## config.mk

```make
export PLATFORM = sky130hd
export DESIGN_NAME = ipbl_cell
export DESIGN_NICKNAME = d
export VERILOG_FILES = /design/src/rtl/core/ip_range_blocklist_match_assert.svh /design/src/rtl/core/ipbl_pkg.sv /design/src/rtl/core/ipbl_cell.sv
export SDC_FILE = /design/constraint.sdc
export NUM_CORES = 1
export LEC_CHECK = 0
export BUFFER_PORTS_ARGS = -buffer_cell sky130_fd_sc_hd__buf_2
export CORE_ASPECT_RATIO = 2
export CORE_UTILIZATION = 30
export CTS_CLUSTER_SIZE = 25
export DETAILED_ROUTE_END_ITERATION = 6
export MAX_ROUTING_LAYER = met4
export PLACE_DENSITY = 0.55
export RECOVER_POWER = 25
export SYNTH_ARGS = -nofsm -noshare
export SYNTH_HDL_FRONTEND = slang
export SYNTH_SLANG_ARGS = --single-unit
export TNS_END_PERCENT = 1
```

## constraint.sdc

```tcl
create_clock -name clk -period 2 [get_ports clk]
set_clock_uncertainty 0.05 [all_clocks]
set_input_delay 0.3 -clock clk [delete_from_list [all_inputs] [get_ports clk]]
set_output_delay 0.3 -clock clk [all_outputs]
set_load 0.01 [all_outputs]
```

## src/rtl/core/ip_range_blocklist_match_assert.svh

```systemverilog
// Assertion helpers for the address range filter.
`ifndef IP_RANGE_BLOCKLIST_MATCH_ASSERT_SVH
`define IP_RANGE_BLOCKLIST_MATCH_ASSERT_SVH

// The consequent must hold in the same cycle as the antecedent.
`define IPBL_ASSERT_SAME(label, ante, cons, msg) \
	label: assert property (@(posedge clk) disable iff (!arst_n) (ante) |-> (cons)) \
		else $error(msg);

// The consequent must hold in the cycle after the antecedent.
`define IPBL_ASSERT_NEXT(label, ante, cons, msg) \
	label: assert property (@(posedge clk) disable iff (!arst_n) (ante) |=> (cons)) \
		else $error(msg);

`endif

```

## src/rtl/core/ipbl_pkg.sv

```systemverilog
`timescale 1ns / 1ps

package ipbl_pkg;

	localparam int unsigned ENTRIES_W = 7;

	typedef enum logic [1:0] {
		OP_INSERT = 2'd0,
		OP_CLEAR  = 2'd1,
		OP_LOOKUP = 2'd2
	} op_e;

	typedef enum logic [1:0] {
		ST_IDLE,
		ST_SCAN,
		ST_WAIT
	} state_e;

	typedef struct packed {
		logic [1:0]  op;
		logic [31:0] range_low;
		logic [31:0] range_high;
		logic [31:0] address;
	} in_t;

	typedef struct packed {
		logic                 hit;
		logic                 status;
		logic [ENTRIES_W-1:0] entries_used;
	} out_t;

	typedef struct packed {
		logic vld;
		logic hit;
	} tok_t;

endpackage

```

## src/rtl/core/ipbl_cell.sv

```systemverilog
`timescale 1ns / 1ps

module ipbl_cell #(
	parameter int unsigned INDEX = 0,
	parameter int unsigned CW    = 7
) (
	input  logic           clk,
	input  logic           arst_n,
	input  logic           wr_en,
	input  logic [31:0]    wr_low,
	input  logic [31:0]    wr_high,
	input  logic [CW-1:0]  count,
	input  logic [31:0]    addr,
	input  ipbl_pkg::tok_t tok_in,
	output ipbl_pkg::tok_t tok_out
);

	logic [31:0]    lo_q;
	logic [31:0]    hi_q;
	logic           in_use;
	logic           match;
	ipbl_pkg::tok_t tok_q;

	assign in_use = count > CW'(INDEX);
	assign match  = tok_in.vld && in_use && (addr >= lo_q) && (addr <= hi_q);

	always_ff @(posedge clk) begin
		if (wr_en && (count == CW'(INDEX))) begin
			lo_q <= wr_low;
			hi_q <= wr_high;
		end
	end

	always_ff @(posedge clk or negedge arst_n) begin
		if (!arst_n) begin
			tok_q <= '0;
		end else begin
			tok_q.vld <= tok_in.vld;
			tok_q.hit <= tok_in.hit || match;
		end
	end

	assign tok_out = tok_q;

endmodule

```

==> impl_summary.log <==
INFO  metric crit_required = between 2 and 2.5 ns
INFO  metric cts-root-buf = clkbuf_16
INFO  metric cpMostUsedCell = o21ai_1
INFO  metric die_w = 79.6 um
INFO  metric worst_setup_path_end_kind = flop
INFO  metric finalCoreUtilization = 0.416
INFO  metric area_growth_syn_to_layout = 34.7%
INFO  metric clock_tree_from_tritoncts = done
INFO  metric ir_drop = 387 uV
INFO  metric f_max = just over 500 MHz
INFO  metric drc_errors = 0
INFO  metric routedWlPerCell = roughly 14 um
INFO  metric global_route_wire_length_before_repair = roughly 12 mm
INFO  metric synth-edff-count = 64
INFO  metric post_synth_most_frequent_cells = inv_1, edfxtp_1, ha_1, nand2_1, a21oi_1
INFO  metric port_buffers = ~110
INFO  metric insertedDiodeCount = 0
INFO  metric min-delay-path-class = in2reg
INFO  metric place_congestion = around 0.80
INFO  metric multiInputGateArea = between 1000 and 1500 um2
INFO  metric synth.cell_area = 3610 um2
INFO  metric maxSlewViolCount = 0
INFO  metric min-delay-start = wr_high[24]
INFO  metric path_cells = inv_1, ha_1, a21oi_1, o21ai_1, a221oi_2, buf_4, o21ai_1, a21o_1, a41o_1
INFO  metric routed_wirelength = 8.23 mm
INFO  metric synth_seq_cells = 66
INFO  metric fin_area = slightly below 5000 um2
INFO  metric power_leakage = about 2.3 nW
INFO  metric via_count_of_the_first_global_routing_pass = about 2800
INFO  metric cells_after_synthesis = just over 300
INFO  metric initial_core_util = 0.309
INFO  metric final_hold_viol_count = 0
INFO  metric timing.critical_path.fanout_max = 2
INFO  metric netlist.area_leader.share = 0.532
INFO  metric reg_to_reg_end = tok_out[0]
INFO  metric timing.reg2reg.worst_path_depth = 9
INFO  metric critical_path.reg2reg.startpoint = lo_q[17]
INFO  metric cp_slowest_stage_delay = 0.37 ns
INFO  metric first_pass_iters = 4
INFO  metric total_of_warnings_raised_by_yosys = 0
INFO  metric drt_first_iter_violations = 58
INFO  metric hold_depth = 1
INFO  metric fp.dieH = around 160 um
INFO  metric yosys.cell_count.top_type = inv_1
INFO  metric max_slew_margin = 0.799
INFO  metric start_kind = flop
INFO  metric detailroute.via_count = roughly 2700
INFO  metric clock_path_buffers = 2
INFO  metric critical-path-top-delay-family = compound AO/OA/AOI/OAI gates
INFO  metric regArea = 1970 um2
INFO  metric area_after_detailed_placement = ~4400 um2
INFO  metric grt_start_max_net_pins = 37
INFO  metric synth.area.top_cells = edfxtp_1, ha_1, inv_1, a21oi_1, nand2_1
INFO  metric clock-sinks = between 60 and 70
INFO  metric rows = 56
INFO  metric global_route.overflow_total = 0
INFO  metric worstPathBufferInverterCount = 2
INFO  metric design.portCount = 110
INFO  metric syn_avg_cell_area = ~12 um2
INFO  metric worst_skew_pair.late_latency = around 0.33 ns
INFO  metric setup.worst_path.class = reg2reg
INFO  metric antenna_found_initial = 0
INFO  metric critPathSlowestCell = edfxtp_1
INFO  metric cts.htree.levels = 3
INFO  metric synthArstFlopShare = 0.0303
INFO  metric synth_cell_types = 29
INFO  metric fin_nets = 608
INFO  metric ant_nets = 0
INFO  metric worst_slew_pin_slew = 0.298 ns
INFO  metric timing.setup.tns = 0 ns
INFO  metric final.fill_count = approximately 1100
INFO  metric vias_per_cell = roughly 4.6
INFO  metric post_route_cells_drive_above_1_share = 0.345
INFO  metric timing.final.setup_violations = 0
INFO  metric numCtsBuffers = 9
INFO  metric design.die.area = roughly 13000 um2
INFO  metric synth_top_cell_by_area = edfxtp_1
INFO  metric core_area = roughly 12000 um2
INFO  metric cp_data_arrival_time = between 2 and 2.5 ns
INFO  metric status = finished clean
INFO  metric timing.reg2reg.setup_slack = ~0.075 ns
INFO  metric part_of_the_yosys_area_used_for_sequential_elements = 0.546
INFO  metric fin_crit_sh = 0.962
INFO  metric worstHoldEndpoint = hi_q[24]
INFO  metric synthesis.nets = 476
INFO  metric clkSlewWorstSetupHoldPaths = ~0.06 ns
INFO  metric finalWorstPathRequiredPeriod = 1.92 ns
INFO  metric hpwlAfterDp = 6.71 mm
INFO  metric globalRouteTotalUtil = 0.141
INFO  metric power.density = 720 nW/um2
INFO  metric yosys_most_used_dff = edfxtp_1
INFO  metric crit_cells = 9
INFO  metric max_cap_viol_count = 0
==> area by class of cell <==
class                           instances  share of cell area
Clock inverter                          7              0.0193
Clock buffer                            9              0.0463
Multi-Input combinational cell        172               0.305
Timing Repair Buffer                  121               0.136
Tap cell                              145              0.0373
Inverter                               66              0.0509
Sequential cell                        66               0.405
==> power by group <==
group | internal (mW) | switching (mW) | leakage, nW
sequential | 1.52 | 0.00218 | 0.598
combinational | 0.154 | 0.142 | 1.54
clock | 1.09 | 0.595 | 0.151
==> placed cells by master, fill, tap and decap left out, drive strengths merged <==
cell           n
buf          119
and3           1
ha            64
a21oi         22
bufinv         2
a221o          1
inv           66
o211ai         2
and4           2
edfxtp        64
a211o          2
nor3           2
o21ai         12
a21o           2
clkbuf        10
o31ai          1
o41ai          1
nor2          11
dlygate4sd3    1
nand2         22
nor4           4
nand2b         1
clkinv         3
a221oi         2
nand3          8
a41o           1
a211oi         4
dfrtp          2
clkinvlp       2
a21boi         1
nand4          6
==> per-layer routing <==
metal  share of wire  global-route usage
met5               0                   -
met4           0.036              0.0866
met3           0.056              0.0371
met2            0.58               0.271
met1            0.33               0.112
==> cells by family after synthesis <==
group / Yosys count / synth area share
simple gates: 57 / 0.0738
buf+inv: 66 / 0.0686
flops: 66 / 0.546
compound gates: 51 / 0.0904
fa+ha+maj: 64 / 0.222
==> flip-flops by register name (all words and copies together) (netlist names) <==
register	cells
tok_out	2
hi_q	32
lo_q	32
==> worst max-delay path by stage <==
stage | slack (ns) | from | to
after detailed placement | -0.06 | addr[25] | tok_out[0]
final | 0.08 | lo_q[17] | tok_out[0]
after CTS | 0.001 | hi_q[25] | tok_out[0]
after global placement | -0.06 | addr[15] | tok_out[0]
after global routing | -0.006 | hi_q[7] | tok_out[0]
after floorplan | 0.02 | count[4] | hi_q[0]
==> through the flow <==
| step | instances | power, mW | hold slack [ns] | setup WS [ns] |
|---|---|---|---|---|
| global route | 586 | 3.65 | 0.0712 | -0.00597 |
| floorplan | 304 | 1.67 | -0.0456 | 0.0206 |
| detailed placement | 567 | 1.84 | 0.0437 | -0.0628 |
| CTS | 585 | 3.55 | 0.0659 | 0.00147 |
| finish | 586 | 3.50 | 0.0880 | 0.0753 |
| global placement | 567 | 1.83 | 0.0462 | -0.0620 |
==> what timing repair did <==
action                                 CTS  global route
pin swaps                                1             6
resized for setup                        1            13
hold buffers                             1             0
buffers inserted                         1             1
endpoints found under the hold margin    2             0
setup endpoints to repair                1             1
(Power assumes the default switching activity.)
